## src/sv/btr_pkg.sv

```systemverilog
`timescale 1ns / 1ps
// ----------------------------------------------------------------------------
// btr_pkg
// Shared types, constants and helpers for the bitmap text renderer.
// ----------------------------------------------------------------------------
package btr_pkg;

  // Default geometry of the glyph store
  localparam int GLYPH_ROWS_DEF = 8;
  localparam int NUM_GLYPHS_DEF = 256;

  localparam int COORD_W   = 16;
  localparam int ROW_IDX_W = 11;
  localparam int Y_W       = 3;   // row counter, glyphs are at most 8 rows tall
  localparam int X_W       = 3;   // bit position inside one row byte
  localparam int BASE_W    = 12;  // code*rows_in_use + top_skip + row fits here

  // APB register map
  localparam int PADDR_W = 5;
  localparam int PDATA_W = 32;
  localparam logic [2:0] REG_SCALE     = 3'd0;
  localparam logic [2:0] REG_INK_COLOR = 3'd1;
  localparam logic [2:0] REG_ADVANCE_X = 3'd2;
  localparam logic [2:0] REG_ADVANCE_Y = 3'd3;
  localparam logic [2:0] REG_TOP_SKIP  = 3'd4;
  localparam logic [2:0] REG_MIRRORED  = 3'd5;
  localparam logic [2:0] REG_ROWS      = 3'd6;

  // Register reset values
  localparam logic [3:0] SCALE_RST     = 4'd1;
  localparam logic [7:0] INK_RST       = 8'd255;
  localparam logic [7:0] ADVANCE_X_RST = 8'd8;
  localparam logic [7:0] ADVANCE_Y_RST = 8'd8;
  localparam logic [2:0] TOP_SKIP_RST  = 3'd0;
  localparam logic       MIRRORED_RST  = 1'b0;
  localparam logic [3:0] ROWS_RST      = 4'd8;

  // Input modes and special character codes
  localparam logic [1:0] MODE_LOAD   = 2'd0;
  localparam logic [1:0] MODE_ORIGIN = 2'd1;
  localparam logic [1:0] MODE_DRAW   = 2'd2;
  localparam logic [7:0] CODE_NEWLINE = 8'd10;
  localparam logic [7:0] CODE_SPACE   = 8'd32;

  // Command queue between front and back
  localparam int QUEUE_DEPTH = 2;
  localparam int QPTR_W      = (QUEUE_DEPTH > 1) ? $clog2(QUEUE_DEPTH) : 1;
  localparam int QCNT_W      = $clog2(QUEUE_DEPTH + 1);

  typedef enum logic [2:0] {
    OP_LOAD,
    OP_ORIGIN,
    OP_NEWLINE,
    OP_SPACE,
    OP_GLYPH
  } op_e;

  typedef struct packed {
    op_e                  op;
    logic [7:0]           code;
    logic [ROW_IDX_W-1:0] addr;
    logic [7:0]           bits;
    logic [COORD_W-1:0]   ox;
    logic [COORD_W-1:0]   oy;
  } cmd_t;

  typedef struct packed {
    logic [3:0] scale;
    logic [7:0] ink;
    logic [7:0] adv_x;
    logic [7:0] adv_y;
    logic [2:0] top_skip;
    logic       mirrored;
    logic [3:0] rows;
  } cfg_t;

  typedef struct packed {
    logic busy;        // sequencer is inside a glyph
    logic pend_valid;  // a pixel is held back to learn whether it is the last
  } back_stat_t;

  function automatic logic [7:0] reverse8(input logic [7:0] b);
    logic [7:0] r;
    r = {b[3:0], b[7:4]};
    r = ((r >> 2) & 8'h33) | ((r << 2) & 8'hcc);
    r = ((r >> 1) & 8'h55) | ((r << 1) & 8'haa);
    return r;
  endfunction

endpackage

```

## src/sv/btr_front.sv

```systemverilog
`timescale 1ns / 1ps
// ----------------------------------------------------------------------------
// btr_front
// Input side: accepts beats, sorts them into commands and queues them.
// ----------------------------------------------------------------------------
module btr_front #(
  parameter int STORE_DEPTH = btr_pkg::NUM_GLYPHS_DEF * btr_pkg::GLYPH_ROWS_DEF
) (
  input  logic                            clk_i,
  input  logic                            rst_ni,
  input  logic                            in_valid_i,
  output logic                            in_ready_o,
  input  logic [1:0]                      mode_i,
  input  logic [7:0]                      char_code_i,
  input  logic [btr_pkg::ROW_IDX_W-1:0]   row_index_i,
  input  logic [7:0]                      row_bits_i,
  input  logic [btr_pkg::COORD_W-1:0]     origin_x_i,
  input  logic [btr_pkg::COORD_W-1:0]     origin_y_i,
  output btr_pkg::cmd_t                   cmd_o,
  output logic                            cmd_valid_o,
  input  logic                            cmd_pop_i
);

  localparam logic [btr_pkg::ROW_IDX_W:0] DEPTH_L = (btr_pkg::ROW_IDX_W + 1)'(STORE_DEPTH);

  btr_pkg::cmd_t                  cmd_new;
  logic                           keep;
  logic                           push;
  btr_pkg::cmd_t                  mem_q [btr_pkg::QUEUE_DEPTH];
  logic [btr_pkg::QPTR_W-1:0]     wr_ptr_q, wr_ptr_d;
  logic [btr_pkg::QPTR_W-1:0]     rd_ptr_q, rd_ptr_d;
  logic [btr_pkg::QCNT_W-1:0]     count_q, count_d;

  // Classify: loads beyond the store and the unused mode are dropped here
  always_comb begin
    cmd_new.code = char_code_i;
    cmd_new.addr = row_index_i;
    cmd_new.bits = row_bits_i;
    cmd_new.ox   = origin_x_i;
    cmd_new.oy   = origin_y_i;
    cmd_new.op   = btr_pkg::OP_GLYPH;
    keep         = 1'b1;
    case (mode_i)
      btr_pkg::MODE_LOAD: begin
        cmd_new.op = btr_pkg::OP_LOAD;
        keep       = ({1'b0, row_index_i} < DEPTH_L);
      end
      btr_pkg::MODE_ORIGIN: begin
        cmd_new.op = btr_pkg::OP_ORIGIN;
      end
      btr_pkg::MODE_DRAW: begin
        if (char_code_i == btr_pkg::CODE_NEWLINE) begin
          cmd_new.op = btr_pkg::OP_NEWLINE;
        end else if (char_code_i == btr_pkg::CODE_SPACE) begin
          cmd_new.op = btr_pkg::OP_SPACE;
        end else begin
          cmd_new.op = btr_pkg::OP_GLYPH;
        end
      end
      default: begin
        keep = 1'b0;
      end
    endcase
  end

  assign in_ready_o  = (count_q != btr_pkg::QCNT_W'(btr_pkg::QUEUE_DEPTH));
  assign push        = in_valid_i & in_ready_o & keep;
  assign cmd_valid_o = (count_q != '0);
  assign cmd_o       = mem_q[rd_ptr_q];

  always_comb begin
    wr_ptr_d = wr_ptr_q;
    rd_ptr_d = rd_ptr_q;
    count_d  = count_q;
    if (push) begin
      wr_ptr_d = (wr_ptr_q == btr_pkg::QPTR_W'(btr_pkg::QUEUE_DEPTH - 1)) ? '0 : wr_ptr_q + 1'b1;
    end
    if (cmd_pop_i) begin
      rd_ptr_d = (rd_ptr_q == btr_pkg::QPTR_W'(btr_pkg::QUEUE_DEPTH - 1)) ? '0 : rd_ptr_q + 1'b1;
    end
    if (push && !cmd_pop_i) begin
      count_d = count_q + 1'b1;
    end else if (!push && cmd_pop_i) begin
      count_d = count_q - 1'b1;
    end
  end

  always_ff @(posedge clk_i or negedge rst_ni) begin
    if (!rst_ni) begin
      wr_ptr_q <= '0;
      rd_ptr_q <= '0;
      count_q  <= '0;
    end else begin
      wr_ptr_q <= wr_ptr_d;
      rd_ptr_q <= rd_ptr_d;
      count_q  <= count_d;
    end
  end

  always_ff @(posedge clk_i) begin
    if (push) begin
      mem_q[wr_ptr_q] <= cmd_new;
    end
  end

endmodule

```

## config.mk

```make
export PLATFORM = sky130hd
export DESIGN_NAME = btr_front
export DESIGN_NICKNAME = d
export VERILOG_FILES = /design/src/sv/btr_pkg.sv /design/src/sv/btr_front.sv
export SDC_FILE = /design/constraint.sdc
export NUM_CORES = 1
export LEC_CHECK = 0
export BUFFER_PORTS_ARGS = -buffer_cell sky130_fd_sc_hd__buf_2
export CAP_MARGIN = 10
export CORE_UTILIZATION = 53
export CTS_CLUSTER_SIZE = 12
export DETAILED_ROUTE_END_ITERATION = 8
export PLACE_DENSITY = 0.8
export SYNTH_ARGS = -nofsm -noshare
export SYNTH_HDL_FRONTEND = slang
export SYNTH_SLANG_ARGS = --single-unit
```

## constraint.sdc

```tcl
create_clock -name clk_i -period 5.5 [get_ports clk_i]
set_clock_uncertainty 0.15 [all_clocks]
set_input_delay 0.275 -clock clk_i [delete_from_list [all_inputs] [get_ports clk_i]]
set_output_delay 0.275 -clock clk_i [all_outputs]
set_load 0.01 [all_outputs]
```

[Word-level counts from Yosys, hierarchy flattened]
Memories as Yosys holds them, arrays and structs flattened.
Index checks and enable logic that the tools add are counted.
Cells by class
  $add $sub $neg: 4
  equal/unequal tests: 5
  muxes and demuxes: 10
  bitwise gates (word level): 2
  reductions and logical operators: 8
Operators with widths (count)
  $pmux W3 S3: 1
  $eq A8 B4 Y1 const B: 1
  $eq A8 B6 Y1 const B: 1
  $mux W3: 2
  $mux W1: 5
  $mux W2: 2
  $reduce_bool A2 Y1: 2
  $reduce_or A3 Y1: 1
  $add A1 B1 Y1 const B: 2
  $add A2 B1 Y2 const B: 1
  $and A1 B1 Y1: 2
  $eq A2 B1 Y1 const B: 1
  $eq A2 B2 Y1 const B: 1
  $logic_and A1 B1 Y1: 2
  $logic_not A1 Y1: 2
  $logic_not A2 Y1: 1
  $ne A2 B2 Y1 const B: 1
  $sub A2 B1 Y2 const B: 1
Storage, ports and cells
  bits in registers: 4
  memory bits (writable): 124
  word-level logic and storage cells: 33
  memories: 1
Memories
  mem_q: depth 2, width 62, rd ports 1, clocked after memory_dff 0, wr ports 1, line btr_front.sv:29  | btr_pkg::cmd_t mem_q [btr_pkg::QUEUE_DEPTH];

[Logic depth before layout (Yosys ltp)]
Gate-level depths: netlist of the first run.
  depth in word-level cells: 8
  gate-level depth with buffers: 7

[Worst setup path before layout of the first run]
No wires, ideal clock.
  path type: reg2reg
  from: register count_q[0] in the netlist's numbering
  to: memory mem_q[0][0] in the netlist's numbering (enable)
  library setup time: 0.482 ns
  data arrival time: 3.245 ns
  required time: 4.868 ns
  slack: 1.623 ns
  cell stages (with the launch flop): 4
  cell sequence: dfrtp_1 > nand2b_4 > nand3_2 > nor2_1
On the way
  longest elaborated chain between the ends: 5
Ends and longest elaborated chain
  start, declared: line btr_front.sv:32  | logic [btr_pkg::QCNT_W-1:0] count_q, count_d;
  start signal, assigned: line btr_front.sv:96  | count_q <= count_d;
  $ne A2 B2 Y1: line btr_front.sv:66  | assign in_ready_o = (count_q != btr_pkg::QCNT_W'(btr_pkg::QUEUE_DEPTH));
  via in_ready_o: line btr_front.sv:12  | output logic in_ready_o,
  $and A1 B1 Y1 (2 in a row): line btr_front.sv:67  | assign push = in_valid_i & in_ready_o & keep;
  $mux W1: line btr_front.sv:101  | if (push) begin
  $mux W1 (not written as such): line btr_front.sv:102  | mem_q[wr_ptr_q] <= cmd_new;
  end, declared: line btr_front.sv:29
The timed path passes the listed nets, and every way through them passes these cells.

==> results of run 1 <==
==> worst register-to-register path: stages, from the launching register on <==
cell and delay, ns:
dfrtp_1 0.43, nand2b_4 0.16, nand3_2 0.12, inv_1 0.10, and2_2 0.54, buf_4 0.57
==> power by group <==
group	switching, mW	total (mW)	internal (mW)
Clock	0.399	1.22	0.825
Sequential	0.178	1.46	1.28
Combinational	0.367	0.899	0.532
Total	0.944	3.58	2.64
==> metal layers <==
| metal | global-route usage, % | vias up | routed length (µm) |
|---|---|---|---|
| li1 | - | 1286 | - |
| met1 | 23.64 | 1352 | 3996 |
| met2 | 35.07 | 106 | 5042 |
| met3 | 5.271 | 14 | 441 |
| met4 | 7.919 | 0 | 136 |
| met5 | 0 | - | 0 |
==> worst max path at each step <==
stage / start / end / slack (ns) / depth (start not counted)
after global routing: rd_ptr_q / cmd_o[59] / 2.70 / 2
after detailed placement: count_q[0] / mem_q[1][10] / 3.06 / 5
after floorplan: count_q[0] / mem_q[0][0] / 1.62 / 3
after CTS: rd_ptr_q / cmd_o[57] / 2.76 / 2
after global placement: count_q[0] / mem_q[1][26] / 3.12 / 5
final: rd_ptr_q / cmd_o[57] / 2.81 / 2
==> kinds of logic (layout without fill, tap and decap cells) <==
| family | after synthesis | after routing |
|---|---|---|
| AND/OR/NAND/NOR | 13 | 13 |
| XOR/XNOR | 5 | 5 |
| buffers and inverters | 11 | 229 |
| AO/OA/AOI/OAI | 3 | 3 |
| adder cells (fa/ha/maj) | 1 | 1 |
| flip-flops | 128 | 128 |
| multiplexers | 62 | 62 |
==> cells in the mapped netlist, types with 2 or more instances <==
cell | number | share of area (%)
xnor2_1 | 2 | 0.35
buf_12 | 6 | 2.4
dfrtp_1 | 4 | 2.0
edfxtp_1 | 124 | 74
nand2_1 | 2 | 0.15
mux2_2 | 3 | 0.67
inv_1 | 4 | 0.30
nor2_1 | 3 | 0.22
mux2_4 | 59 | 18
xor2_1 | 3 | 0.52
==> flip-flops by register name, summed over array words and instances (netlist names) <==
register and count:
wr_ptr_q 1, mem_q 124, rd_ptr_q 1, count_q 2
==> area by class of cell <==
cell class,instances,area (µm²)
sequential,128,3827
tap,129,161.4
inverter,4,15.01
timing repair buffer,193,1286
clock inverter,15,241.5
multi-input combinational,84,1094
fill,504,2201
clock buffer,17,414.1
==> impl_metrics.csv, run 1 <==
group,metric,value,unit
yosys,synth_top_family_by_area,"multiplexers",
layout,final_common_cell,"buf_2",
sta,hold_viol_final,0,
floorplan,die_x,99.66,µm
route,viasPerCell,4.839,
critical_path,path_delay_family,"flip-flops",
grt,grt_use_total,20.05,%
sta,worst_pin_slew,1.145,ns
yosys,synth_xor_area_share,0.8663,%
sta,fin_crit,2.691,ns
yosys,yosys-mux-area-fraction,18.19,%
critical_path,ff2ff_setup_slack,3.05,ns
critical_path,r2r_start,"count_q[0]",
grt,grt_max_degree,64,
layout,final_cells,570,
place,dpl-instance-area,5753,µm²
floorplan,fp.coreArea,9240,µm²
sta,maxSlewViolCount,0,
critical_path,endpoint_kind,"output port",
critical_path,worstPathArrival,2.27,ns
route,first_iter_violations,83,
grt,grt_pass1_wl,14470,µm
floorplan,io-pin-count,129,
critical_path,critPathMaxFanout,63,
place,io_buffers,128,
place,hpwl,5336,µm
yosys,synth_flop_cell,"edfxtp_1",
run_status,outcome,"finished clean",
sta,setup_ws,2.809,ns
power_and_ir_drop,cellLeakagePower,2.863,nW
clock_tree,cts.clk_slew.worst_paths,0.06,ns
critical_path,crit_path_cell_trace,"mux2_2 -> buf_2",
critical_path,r2r_cells,5,
clock_tree,postCtsResizedCells,0,
clock_tree,cts_sinks,128,
power_and_ir_drop,power,3.581,mW
yosys,ys_types,23,
critical_path,critPathBufInv,1,
sta,max_freq,371.6,MHz
critical_path,start_kind,"register",
route,dr.pass1.iters,4,
grt,grt_antenna_before_repair,0,
yosys,synthesis.nets,289,
layout,utilization,76.18,%
route,wirelength,9617,µm
layout,layout_common_cells,"128 x buf_2, 124 x edfxtp_1, 63 x dlygate4sd3_1",
yosys,synth-compound-area-share,0.3713,%
worst_hold_path,hp-start,"mode_i[1]",
layout,antenna_cells,0,
place,place_inst,475,
clock_tree,cts_max_level,4,
yosys,syn-instance-count,223,
place,post-place-ws,3.055,ns
power_and_ir_drop,vdd_ir_drop_max,0.0003468,V
yosys,syn-cell-area,5055,µm²
job,drv_cap,0,
worst_hold_path,hold_path_class,"input pin to register",
sta,setup_viol,0,
yosys,avgSynthCellArea,22.67,µm²
sta,relSlewSlack,23.70,%
sta,layout_worst_path_cycle_share,48.93,%
sta,setup_tns,0,ns
floorplan,dieHeight,99.66,µm
critical_path,critical-path-max-stage-delay,1.18,ns
clock_tree,post-cts-setup-buffers,0,
yosys,synth_edf_count,124,
clock_tree,cts_tree,"done",
critical_path,cp_data_required_time,5.08,ns
route,vias,2758,
yosys,async_flop_share,3.125,%
floorplan,die-area,9932,µm²
yosys,ys_warn_count,0,
grt,grt_pass1_vias,2879,
clock_tree,postCtsHoldBufs,63,
critical_path,reg2reg_to,"mem_q[1][26]",
yosys,synth-simple-area-share,1.782,%
power_and_ir_drop,powerDensity,508.7,nW/µm²
yosys,post_synth_fa_ha_maj_area_fraction,0.2475,%
floorplan,std_cell_rows,35,
critical_path,cpMaxStageDelayCell,"dfrtp_4",
route,drcViolationCount,0,
layout,drive_above_1_share,51.70,%
grt,overflow,0,
clock_tree,clockBufferDepth,2,
clock_tree,insertion_delay,0.50,ns
clock_tree,cts-root-buf,"clkbuf_8",
worst_hold_path,min_path_cells,3,
route,postRouteAntennaNets,0,
layout,nets,494,
place,gp_congestion,0.7144,
sta,worst_hold_slack,0.03116,ns
layout,fin_area,7039,µm²
layout,area_delta_synth_final,39.26,%
clock_tree,cts_made_buffers,17,
route,wl_per_cell,16.87,µm
worst_hold_path,min_to,"mem_q[0][61]",
yosys,yosysSeqAreaShare,75.64,%
floorplan,initial_utilization,54.71,%
critical_path,crit_type,"register to output port",
sta,rsz0062_at_grt,"false",
yosys,synth_seq_cells,128,
No activity file was read; power rests on OpenSTA's default activity.
==> run 2, diff against run 1 <==
==> constraint.sdc (replaced) <==
create_clock -name clk_i -period 2.6 [get_ports clk_i]
set_clock_uncertainty 0.15 [all_clocks]
set_input_delay 0.13 -clock clk_i [delete_from_list [all_inputs] [get_ports clk_i]]
set_output_delay 0.13 -clock clk_i [all_outputs]
set_load 0.01 [all_outputs]
==> impl_metrics.csv, run 2 (synthesized netlist as in run 1, its figures left out) <==
group,metric,value,unit
run_status,outcome,"finished clean",
floorplan,fp.coreArea,9240,µm²
clock_tree,cts.clk_slew.worst_paths,0.06,ns
clock_tree,postCtsResizedCells,0,
place,io_buffers,128,
layout,final_common_cell,"buf_2",
floorplan,die_x,99.66,µm
clock_tree,cts-root-buf,"clkbuf_8",
grt,overflow,0,
sta,rsz0062_at_grt,"false",
floorplan,die-area,9932,µm²
layout,layout_common_cells,"128 x buf_2, 124 x edfxtp_1, 67 x dlygate4sd3_1",
layout,nets,503,
power_and_ir_drop,vdd_ir_drop_max,0.0006487,V
critical_path,crit_type,"register to output port",
critical_path,endpoint_kind,"output port",
grt,grt_pass1_wl,14330,µm
clock_tree,clockBufferDepth,2,
power_and_ir_drop,power,7.311,mW
sta,fin_crit,2.389,ns
route,vias,2798,
layout,area_delta_synth_final,39.53,%
clock_tree,insertion_delay,0.49,ns
layout,fillers,530,
layout,fin_area,7053,µm²
sta,setup_ws,0.2109,ns
place,gp_congestion,0.7290,
route,postRouteAntennaNets,0,
sta,maxSlewViolCount,0,
grt,grt_max_degree,37,
layout,drive_above_1_share,52.01,%
critical_path,critPathMaxFanout,33,
clock_tree,cts_sinks,128,
critical_path,cp_data_required_time,2.32,ns
grt,grt_antenna_before_repair,0,
place,dpl-instance-area,5803,µm²
clock_tree,cts_max_level,4,
grt,grt_pass1_vias,2941,
grt,grt_use_total,19.73,%
sta,layout_worst_path_cycle_share,91.89,%
route,dr.pass1.iters,4,
route,viasPerCell,4.849,
layout,largest-register,"mem_q",
floorplan,io-pin-count,129,
clock_tree,cts_tree,"done",
route,first_iter_violations,84,
job,drv_cap,0,
critical_path,start_kind,"register",
floorplan,std_cell_rows,35,
layout,largest_register_ffs,124,
floorplan,initial_utilization,54.71,%
layout,antenna_cells,0,
place,post-place-ws,0.6821,ns
route,wirelength,9437,µm
layout,top_regs,"mem_q x124, count_q x2",
clock_tree,postCtsHoldBufs,67,
clock_tree,cts_made_buffers,17,
place,hpwl,5411,µm
worst_hold_path,hold_path_class,"input pin to register",
critical_path,worstPathArrival,2.11,ns
sta,worst_pin_slew,0.6271,ns
route,wl_per_cell,16.36,µm
sta,hold_viol_final,0,
sta,max_freq,418.6,MHz
sta,relSlewSlack,58.20,%
floorplan,dieHeight,99.66,µm
route,drcViolationCount,0,
power_and_ir_drop,cellLeakagePower,2.872,nW
sta,setup_viol,0,
sta,setup_tns,0,ns
power_and_ir_drop,powerDensity,1037,nW/µm²
clock_tree,post-cts-setup-buffers,0,
[run 2: cell type report]
| cell class | count | area [µm²] | area share, % |
|---|---|---|---|
| Sequential cell | 128 | 3827 | 54.27 |
| Tap cell | 129 | 161.4 | 2.288 |
| Multi-Input combinational cell | 84 | 1094 | 15.50 |
| Timing Repair Buffer | 202 | 1376 | 19.51 |
| Inverter | 4 | 15.01 | 0.2129 |
| Clock buffer | 17 | 414.1 | 5.872 |
| Clock inverter | 13 | 165.2 | 2.342 |
[run 2: worst paths after layout]
path / startpoint / to / slack, ns / depth (start not counted)
max: rd_ptr_q / cmd_o[26] / 0.21 / 3
min reg2reg: count_q[0] / count_q[0] / 0.39 / 1
max reg2reg: count_q[0] / mem_q[1][26] / 0.71 / 5
min: origin_y_i[5] / mem_q[1][5] / 0.20 / 2
max in group asynchronous: rst_ni / rd_ptr_q / 1.61 / 3
min in group asynchronous: rst_ni / rd_ptr_q / 0.49 / 3
[run 2: per-stage QoR]
stage          instances  hold slack, ns  utilization, %
2_1_floorplan        223         -0.3156               -
3_3_place_gp         480         -0.2037           62.80
3_5_place_dp         480         -0.2032           62.80
4_1_cts              577          0.1803           76.33
5_1_grt              577          0.1821           76.33
6_report             577          0.1998           76.33
[run 2: per-layer routing]
metal | vias to the layer above | wire, µm | global-route usage, %
li1 | 1311 | - | -
met1 | 1376 | 4103 | 22.85
met2 | 101 | 4817 | 34.54
met3 | 10 | 404 | 5.200
met4 | 0 | 112 | 8.597
met5 | - | 0 | 0
[run 2: where the power goes]
group / leakage (nW) / switching, mW / internal (mW)
clock network: 0.274 / 0.840 / 1.45
registers: 1.19 / 0.256 / 2.71
logic: 1.41 / 0.898 / 1.15
total: 2.87 / 1.99 / 5.32
[run 2: worst max-delay path: stages, from the launching register on]
cell	delay, ns
dfrtp_4	0.84
buf_4	0.31
mux2_4	0.32
buf_2	0.14
